===== src/hw/rtl/mm4_pkg.sv =====
// shared widths, types and state codes for the matrix multiplier
`timescale 1ns / 1ps

package mm4_pkg;

   localparam int IDX_W   = 4;   // elem_index width
   localparam int VAL_W   = 32;  // q16.16 element width
   localparam int PROD_W  = 64;  // q32.32 product width
   localparam int RC_W    = 2;   // out_row / out_col width
   localparam int FRAC_W  = 16;  // fraction bits of q16.16

   localparam int REQ_DATA_W = 72;  // idx + a + b, padded to bytes
   localparam int RSP_DATA_W = 40;  // row + col + value, padded to bytes

   // sequencer states
   localparam logic [1:0] ST_IDLE  = 2'd0;
   localparam logic [1:0] ST_RUN   = 2'd1;
   localparam logic [1:0] ST_DRAIN = 2'd2;

   // control tag that travels with one multiply-accumulate step
   typedef struct packed {
      logic            valid;
      logic            first;   // first term of a dot product
      logic            last;    // last term of a dot product
      logic            run_end; // last term of the whole run
      logic [RC_W-1:0] row;
      logic [RC_W-1:0] col;
   } mm4_tag_type;

   // one finished product element
   typedef struct packed {
      logic             valid;
      logic             last;
      logic [RC_W-1:0]  row;
      logic [RC_W-1:0]  col;
      logic [VAL_W-1:0] value;
   } mm4_result_type;

endpackage


===== src/hw/rtl/mm4_store.sv =====
// element stores for matrices a and b, one write and one registered read each
`timescale 1ns / 1ps

module mm4_store
   import mm4_pkg::*;
#(
   parameter int DEPTH = 16,
   parameter int AW    = 4
) (
   input  logic             clock,
   input  logic             wr_en,
   input  logic [AW-1:0]    wr_addr,
   input  logic [VAL_W-1:0] wr_a,
   input  logic [VAL_W-1:0] wr_b,
   input  logic             rd_en,
   input  logic [AW-1:0]    rd_a_addr,
   input  logic [AW-1:0]    rd_b_addr,
   output logic [VAL_W-1:0] rd_a_data,
   output logic [VAL_W-1:0] rd_b_data
);

   logic [VAL_W-1:0] left_mem  [DEPTH];
   logic [VAL_W-1:0] right_mem [DEPTH];
   logic [VAL_W-1:0] rd_a_ff;
   logic [VAL_W-1:0] rd_b_ff;

   always_ff @(posedge clock) begin
      if (wr_en) begin
         left_mem[wr_addr]  <= wr_a;
         right_mem[wr_addr] <= wr_b;
      end
   end

   always_ff @(posedge clock) begin
      if (rd_en) begin
         rd_a_ff <= left_mem[rd_a_addr];
         rd_b_ff <= right_mem[rd_b_addr];
      end
   end

   assign rd_a_data = rd_a_ff;
   assign rd_b_data = rd_b_ff;

endmodule


===== src/hw/rtl/mm4_mac.sv =====
// shared multiply-accumulate unit with q16.16 truncation and saturation
`timescale 1ns / 1ps

module mm4_mac
   import mm4_pkg::*;
#(
   parameter int DIM = 4
) (
   input  logic                  clock,
   input  logic                  reset,
   input  logic                  adv,
   input  mm4_tag_type           tag,
   input  logic signed [VAL_W-1:0] a_data,
   input  logic signed [VAL_W-1:0] b_data,
   output mm4_result_type        result
);

   localparam int ACC_W = PROD_W + $clog2(DIM);

   mm4_tag_type               tag_ff;
   mm4_tag_type               tag_in;
   logic signed [PROD_W-1:0]  prod_ff;
   logic signed [PROD_W-1:0]  prod_in;
   logic signed [ACC_W-1:0]   acc_ff;
   logic signed [ACC_W-1:0]   acc_in;
   logic signed [ACC_W-1:0]   prod_ext;
   logic [ACC_W-1-(FRAC_W+VAL_W-1):0] acc_top;
   logic                      in_range;

   assign prod_in = adv ? (a_data * b_data) : prod_ff;

   always_comb begin
      tag_in = tag_ff;
      if (adv) begin
         tag_in = tag;
      end
   end

   always_ff @(posedge clock) begin
      if (reset) begin
         tag_ff <= '0;
      end else begin
         tag_ff <= tag_in;
      end
   end

   always_ff @(posedge clock) begin
      prod_ff <= prod_in;
      acc_ff  <= acc_in;
   end

   assign prod_ext = ACC_W'(prod_ff);

   always_comb begin
      acc_in = acc_ff;
      if (adv && tag_ff.valid) begin
         acc_in = tag_ff.first ? prod_ext : (acc_ff + prod_ext);
      end
   end

   // sum fits q16.16 when all bits from bit 47 up agree
   assign acc_top  = acc_in[ACC_W-1:FRAC_W+VAL_W-1];
   assign in_range = (&acc_top) | ~(|acc_top);

   always_comb begin
      result.valid = tag_ff.valid && tag_ff.last;
      result.last  = tag_ff.run_end;
      result.row   = tag_ff.row;
      result.col   = tag_ff.col;
      if (in_range) begin
         result.value = acc_in[FRAC_W+VAL_W-1:FRAC_W];
      end else if (acc_in[ACC_W-1]) begin
         result.value = {1'b1, {(VAL_W-1){1'b0}}};
      end else begin
         result.value = {1'b0, {(VAL_W-1){1'b1}}};
      end
   end

endmodule


===== src/hw/rtl/matrix_multiply_4x4.sv =====
// a product leaves via the store read, product and output registers
// a run walks all DIM^3 terms through the single multiply-accumulate unit
// loads take one transfer per cycle; req_tready is low while products are computed
// rsp stalls freeze the whole unit pipeline; no load is taken until a run completes
// reset: synchronous, active high, clears sequencer and valid flags
// element stores are not cleared by reset and hold their contents across runs
`timescale 1ns / 1ps

module matrix_multiply_4x4
   import mm4_pkg::*;
#(
   parameter int DIM = 4
) (
   input  logic                  clock,
   input  logic                  reset,
   // load channel
   input  logic                  req_tvalid,
   output logic                  req_tready,
   input  logic [REQ_DATA_W-1:0] req_tdata,   // elem_index, a_value, b_value, zero pad
   input  logic                  req_tlast,   // load_done
   // product channel
   output logic                  rsp_tvalid,
   input  logic                  rsp_tready,
   output logic [RSP_DATA_W-1:0] rsp_tdata,   // out_row, out_col, product_value, zero pad
   output logic                  rsp_tlast    // out_last
);

   localparam int CELLS = DIM * DIM;
   localparam int CELL_W = $clog2(CELLS);
   localparam int CNT_W = $clog2(DIM);
   localparam logic [CNT_W-1:0] CNT_MAX = CNT_W'(DIM - 1);

   // unpacked load fields
   logic [IDX_W-1:0]  elem_index;
   logic [VAL_W-1:0]  a_value;
   logic [VAL_W-1:0]  b_value;

   assign elem_index = req_tdata[IDX_W-1:0];
   assign a_value    = req_tdata[IDX_W+VAL_W-1:IDX_W];
   assign b_value    = req_tdata[IDX_W+2*VAL_W-1:IDX_W+VAL_W];

   logic [1:0]       state_ff, state_in;
   logic [CNT_W-1:0] row_ff, row_in;
   logic [CNT_W-1:0] col_ff, col_in;
   logic [CNT_W-1:0] k_ff, k_in;
   mm4_tag_type      tag1_ff, tag1_in;
   mm4_tag_type      issue_tag;
   mm4_result_type   rsp_ff, rsp_in;
   mm4_result_type   result;

   logic             adv;
   logic             req_xfer;
   logic             wr_en;
   logic [CELL_W-1:0] rd_a_addr;
   logic [CELL_W-1:0] rd_b_addr;
   logic [VAL_W-1:0] rd_a_data;
   logic [VAL_W-1:0] rd_b_data;
   logic             k_end, col_end, row_end;

   // the whole unit moves only when the output register can take a result
   assign adv        = !rsp_ff.valid || rsp_tready;
   assign req_tready = (state_ff == ST_IDLE);
   assign req_xfer   = req_tvalid && req_tready;

   // out-of-range indexes are dropped, tlast still starts the run
   assign wr_en = req_xfer && (32'(elem_index) < 32'(CELLS));

   // a[row][k] and b[k][col]
   assign rd_a_addr = CELL_W'(int'(row_ff) * DIM + int'(k_ff));
   assign rd_b_addr = CELL_W'(int'(k_ff) * DIM + int'(col_ff));

   assign k_end   = (k_ff == CNT_MAX);
   assign col_end = (col_ff == CNT_MAX);
   assign row_end = (row_ff == CNT_MAX);

   always_comb begin
      issue_tag.valid   = (state_ff == ST_RUN);
      issue_tag.first   = (k_ff == '0);
      issue_tag.last    = k_end;
      issue_tag.run_end = k_end && col_end && row_end;
      issue_tag.row     = RC_W'(row_ff);
      issue_tag.col     = RC_W'(col_ff);
   end

   // sequencer: walks row, col and k over the shared unit
   always_comb begin
      state_in = state_ff;
      row_in   = row_ff;
      col_in   = col_ff;
      k_in     = k_ff;
      unique case (state_ff)
         ST_IDLE: begin
            if (req_xfer && req_tlast) begin
               state_in = ST_RUN;
               row_in   = '0;
               col_in   = '0;
               k_in     = '0;
            end
         end
         ST_RUN: begin
            if (adv) begin
               if (k_end) begin
                  k_in = '0;
                  if (col_end) begin
                     col_in = '0;
                     if (row_end) begin
                        state_in = ST_DRAIN;
                     end else begin
                        row_in = row_ff + 1'b1;
                     end
                  end else begin
                     col_in = col_ff + 1'b1;
                  end
               end else begin
                  k_in = k_ff + 1'b1;
               end
            end
         end
         ST_DRAIN: begin
            // back to loading once the final product sits in the output register
            if (adv && result.valid && result.last) begin
               state_in = ST_IDLE;
            end
         end
         default: begin
            state_in = ST_IDLE;
         end
      endcase
   end

   always_ff @(posedge clock) begin
      if (reset) begin
         state_ff <= ST_IDLE;
         row_ff   <= '0;
         col_ff   <= '0;
         k_ff     <= '0;
      end else begin
         state_ff <= state_in;
         row_ff   <= row_in;
         col_ff   <= col_in;
         k_ff     <= k_in;
      end
   end

   // tag stays aligned with the registered store read
   assign tag1_in = adv ? issue_tag : tag1_ff;

   always_ff @(posedge clock) begin
      if (reset) begin
         tag1_ff <= '0;
      end else begin
         tag1_ff <= tag1_in;
      end
   end

   mm4_store #(
      .DEPTH (CELLS),
      .AW    (CELL_W)
   ) u_store (
      .clock     (clock),
      .wr_en     (wr_en),
      .wr_addr   (CELL_W'(elem_index)),
      .wr_a      (a_value),
      .wr_b      (b_value),
      .rd_en     (adv),
      .rd_a_addr (rd_a_addr),
      .rd_b_addr (rd_b_addr),
      .rd_a_data (rd_a_data),
      .rd_b_data (rd_b_data)
   );

   mm4_mac #(
      .DIM (DIM)
   ) u_mac (
      .clock  (clock),
      .reset  (reset),
      .adv    (adv),
      .tag    (tag1_ff),
      .a_data (rd_a_data),
      .b_data (rd_b_data),
      .result (result)
   );

   // output register: takes a finished element whenever the unit moves
   always_comb begin
      rsp_in = rsp_ff;
      if (adv) begin
         rsp_in = result;
      end
   end

   always_ff @(posedge clock) begin
      if (reset) begin
         rsp_ff.valid <= 1'b0;
      end else begin
         rsp_ff.valid <= rsp_in.valid;
      end
      rsp_ff.last  <= rsp_in.last;
      rsp_ff.row   <= rsp_in.row;
      rsp_ff.col   <= rsp_in.col;
      rsp_ff.value <= rsp_in.value;
   end

   assign rsp_tvalid = rsp_ff.valid;
   assign rsp_tlast  = rsp_ff.last;
   assign rsp_tdata  = {{(RSP_DATA_W-VAL_W-2*RC_W){1'b0}},
                        rsp_ff.value, rsp_ff.col, rsp_ff.row};

endmodule

===== config.mk =====
export PLATFORM = sky130hd
export DESIGN_NAME = matrix_multiply_4x4
export DESIGN_NICKNAME = d
export VERILOG_FILES = /design/src/hw/rtl/mm4_pkg.sv /design/src/hw/rtl/mm4_store.sv /design/src/hw/rtl/mm4_mac.sv /design/src/hw/rtl/matrix_multiply_4x4.sv
export SDC_FILE = /design/constraint.sdc
export NUM_CORES = 2
export LEC_CHECK = 0
export BUFFER_PORTS_ARGS = -buffer_cell sky130_fd_sc_hd__buf_2
export CELL_PAD_IN_SITES_DETAIL_PLACEMENT = 0
export CELL_PAD_IN_SITES_GLOBAL_PLACEMENT = 1
export CORE_ASPECT_RATIO = 0.7
export CORE_MARGIN = 2
export CORE_UTILIZATION = 55
export CTS_CLUSTER_DIAMETER = 120
export DETAILED_ROUTE_END_ITERATION = 8
export PLACE_DENSITY_LB_ADDON = 0.1
export SLEW_MARGIN = 10
export SYNTH_ARGS = -nofsm -noshare
export SYNTH_HDL_FRONTEND = slang
export SYNTH_SLANG_ARGS = --single-unit

===== constraint.sdc =====
create_clock -name clock -period 13.2 [get_ports clock]
set_input_delay 0.66 -clock clock [delete_from_list [all_inputs] [get_ports clock]]
set_output_delay 0.66 -clock clock [all_outputs]
set_load 0.05 [all_outputs]

==> impl_metrics.env <==
export IMPL_drc=0
export IMPL_drv_cap=0
export IMPL_vias=50660
export IMPL_drt_iter0_markers=4586
export IMPL_cts_sinks=1280
export IMPL_yosys_mux_area_fraction_pct=8.340
export IMPL_synthFlopType="edfxtp_1"
export IMPL_hold_violations=0
export IMPL_crit_required_ns=13.64
export IMPL_crit_path_end_kind="register"
export IMPL_outcome="completed"
export IMPL_synth_top_area_share_pct=41.34
export IMPL_grt_overflow_total=0
export IMPL_rsz0062_at_grt="false"
export IMPL_crit_top_cell="fa_1"
export IMPL_fp_dieW_um=480.8
export IMPL_seq_area_frac_synth_pct=43.06
export IMPL_yosys_area_top_type="edfxtp_1"
export IMPL_finalSetupViolCount=0
export IMPL_relSlewSlack_pct=18.41
export IMPL_clk_pin_slew_ns=0.07
export IMPL_first_global_vias=54150
export IMPL_fin_crit_sh_pct=80.95
export IMPL_ant_nets=0
export IMPL_worst_pin_slew_ns=1.217
export IMPL_synthSimpleGateAreaFrac_pct=8.752
export IMPL_cts_tree="yes"
export IMPL_worst_path_max_fanout=32
export IMPL_wl_per_cell_um=24.36
export IMPL_synth_xor_area_share_pct=1.281
export IMPL_grt_max_degree=96
export IMPL_synth_area_um2=87520
export IMPL_synth_top_family_by_area="adder cells"
export IMPL_synth_compound_area_share_pct=4.113
export IMPL_drive_above_1_share_pct=11.56
export IMPL_port_buffers=111
export IMPL_cts_htree_levels=3
export IMPL_dieArea_um2=162400
export IMPL_routed_wl_mm=214.5
export IMPL_syn2layout_area_growth_pct=7.417
export IMPL_ys_seq_elements=1280
export IMPL_initial_core_util_pct=55.40
export IMPL_vias_per_cell=5.753
export IMPL_dpl_hpwl_mm=143.3
export IMPL_async_flop_share_pct=0
export IMPL_fill_cells=12460
export IMPL_netlist_instances=6602
export IMPL_post_cts_resize_count=0
export IMPL_avgSynthCellArea_um2=13.26
export IMPL_root_buffer="clkbuf_16"
export IMPL_fin_crit_ns=10.68
export IMPL_rows=122
export IMPL_synth_edff_count=1205
export IMPL_maxSlewViolCount=0
export IMPL_yosysMostFrequentCell="edfxtp_1"
export IMPL_clk_path_buf_depth=3
export IMPL_ys_top_cells_by_area="edfxtp_1, fa_1, mux4_2"
export IMPL_numCtsBuffers=116
export IMPL_critPathLaunchType="register"
export IMPL_antenna_found_initial=16
export IMPL_core_region_area_um2=158000
export IMPL_cpPeakStageDelay_ns=1.02
export IMPL_postCtsSetupBuffers=0
export IMPL_insertion_delay_ns=0.78
export IMPL_grt_usage_pct=27.58
export IMPL_die_h_um=337.8
export IMPL_drtPass1Iterations=5
export IMPL_pin_count=120
export IMPL_finalWeightedCongestion=0.8925
export IMPL_yosys_top_cells_count="edfxtp_1, fa_1, inv_1, nand2_1, and2_1"
export IMPL_arrival_ns=11.13
export IMPL_crit_slowest_cell="a211oi_1"
export IMPL_synth_fa_ha_area_share_pct=28.39
export IMPL_layout_nets=8004
export IMPL_setup_worst_path_class="register to register"
export IMPL_yosysWarnings=0
export IMPL_fmax_ghz=0.09359
export IMPL_cts_hold_fix_buffers=0
export IMPL_hold_class="input port to register"
export IMPL_clock_skew_ns=0.07046
export IMPL_grt_pass1_wl_mm=333.5
export IMPL_tns_ns=0
export IMPL_netlist_cell_type_count=89
## path summary, 6_finish.rpt
path,from,end,slack (ns),cells past startpoint
worst min register to register,u_mac.result[33],rsp_tdata[3],0.44,0
worst max-delay path,u_store.rd_a_data[31],u_mac.prod_ff[63],2.52,28
worst max register to register,u_store.rd_a_data[31],u_mac.prod_ff[63],2.52,28
worst min-delay path,req_tlast,state_ff[0],0.23,3
## critical path, delay by kind of cell, from the launching register on
family,cells,cell delay [ns]
xor+xnor,1,0.18
flops,1,0.37
compound gates,7,2.75
simple gates,5,1.10
fa+ha+maj,9,4.90
buf+inv,6,1.01
## placed cells by master (no fill, tap or decap), types with 76 or more instances in the layout
| cell type | n |
|---|---|
| edfxtp_1 | 1205 |
| fa_1 | 1083 |
| inv_1 | 1032 |
| nand2_1 | 730 |
| and2_1 | 486 |
| mux4_2 | 320 |
| ha_1 | 253 |
| a21oi_1 | 180 |
| nor2_1 | 138 |
| clkbuf_16 | 118 |
| o21ai_0 | 116 |
| buf_4 | 112 |
| buf_2 | 111 |
| xnor2_1 | 84 |
| a21o_1 | 76 |
## state kept, by name, summed over array words and instances (netlist names), 8 cells and up
name	count
rsp_tdata	36
tag1_ff	8
u_mac.acc_ff	66
u_mac.prod_ff	64
u_store.left_mem	512
u_store.rd_a_data	32
u_store.rd_b_data	32
u_store.right_mem	512
## metal layers
layer / GRT usage [%] / share of wire, % / wire length [µm] / vias to the layer above
li1: - / - / - / 21990
met5: 0 / 0.020 / 42 / -
met2: 42.52 / 46 / 97960 / 1671
met4: 6.229 / 2.2 / 4661 / 8
met1: 40.95 / 45 / 95720 / 26740
met3: 5.505 / 7.5 / 16140 / 246
## area by class of cell
type | count | area [µm²] | area share [%]
antenna | 11 | 27.53 | 0.02928
timing repair buffer | 223 | 1396 | 1.485
inverter | 1036 | 3896 | 4.144
sequential | 1280 | 37710 | 40.11
clock buffer | 145 | 3054 | 3.249
clock inverter | 69 | 616.8 | 0.6561
multi-input combinational | 3934 | 44680 | 47.52
tap | 2108 | 2638 | 2.805
## per-stage QoR
| stage | setup WS, ns | instances | utilization, % | hold WS (ns) | cell area [µm²] |
|---|---|---|---|---|---|
| after CTS | 2.806 | 8795 | 59.48 | 0.1752 | 93980 |
| final | 2.515 | 8806 | 59.51 | 0.2310 | 94010 |
| after global placement | 2.932 | 8581 | 57.16 | 0.4117 | 90310 |
| after floorplan | 5.205 | 6605 | - | 0.4081 | 87530 |
| after global routing | 2.024 | 8801 | 59.50 | 0.2054 | 94000 |
| after detailed placement | 2.907 | 8581 | 57.16 | 0.4222 | 90310 |
## logic make-up (layout without fill, tap and decap cells)
kind of cell | count (synthesis) | count (layout)
flip-flops | 1280 | 1280
adder cells (fa/ha/maj) | 1336 | 1336
buffers and inverters | 1391 | 1473
XOR/XNOR | 128 | 128
AO/OA/AOI/OAI | 558 | 558
multiplexers | 329 | 329
AND/OR/NAND/NOR | 1579 | 1579
other | 1 | 15
Power is left out: the tool's default activity adds up to more than one toggle a clock period on the data nets, which glitch-free logic cannot reach.
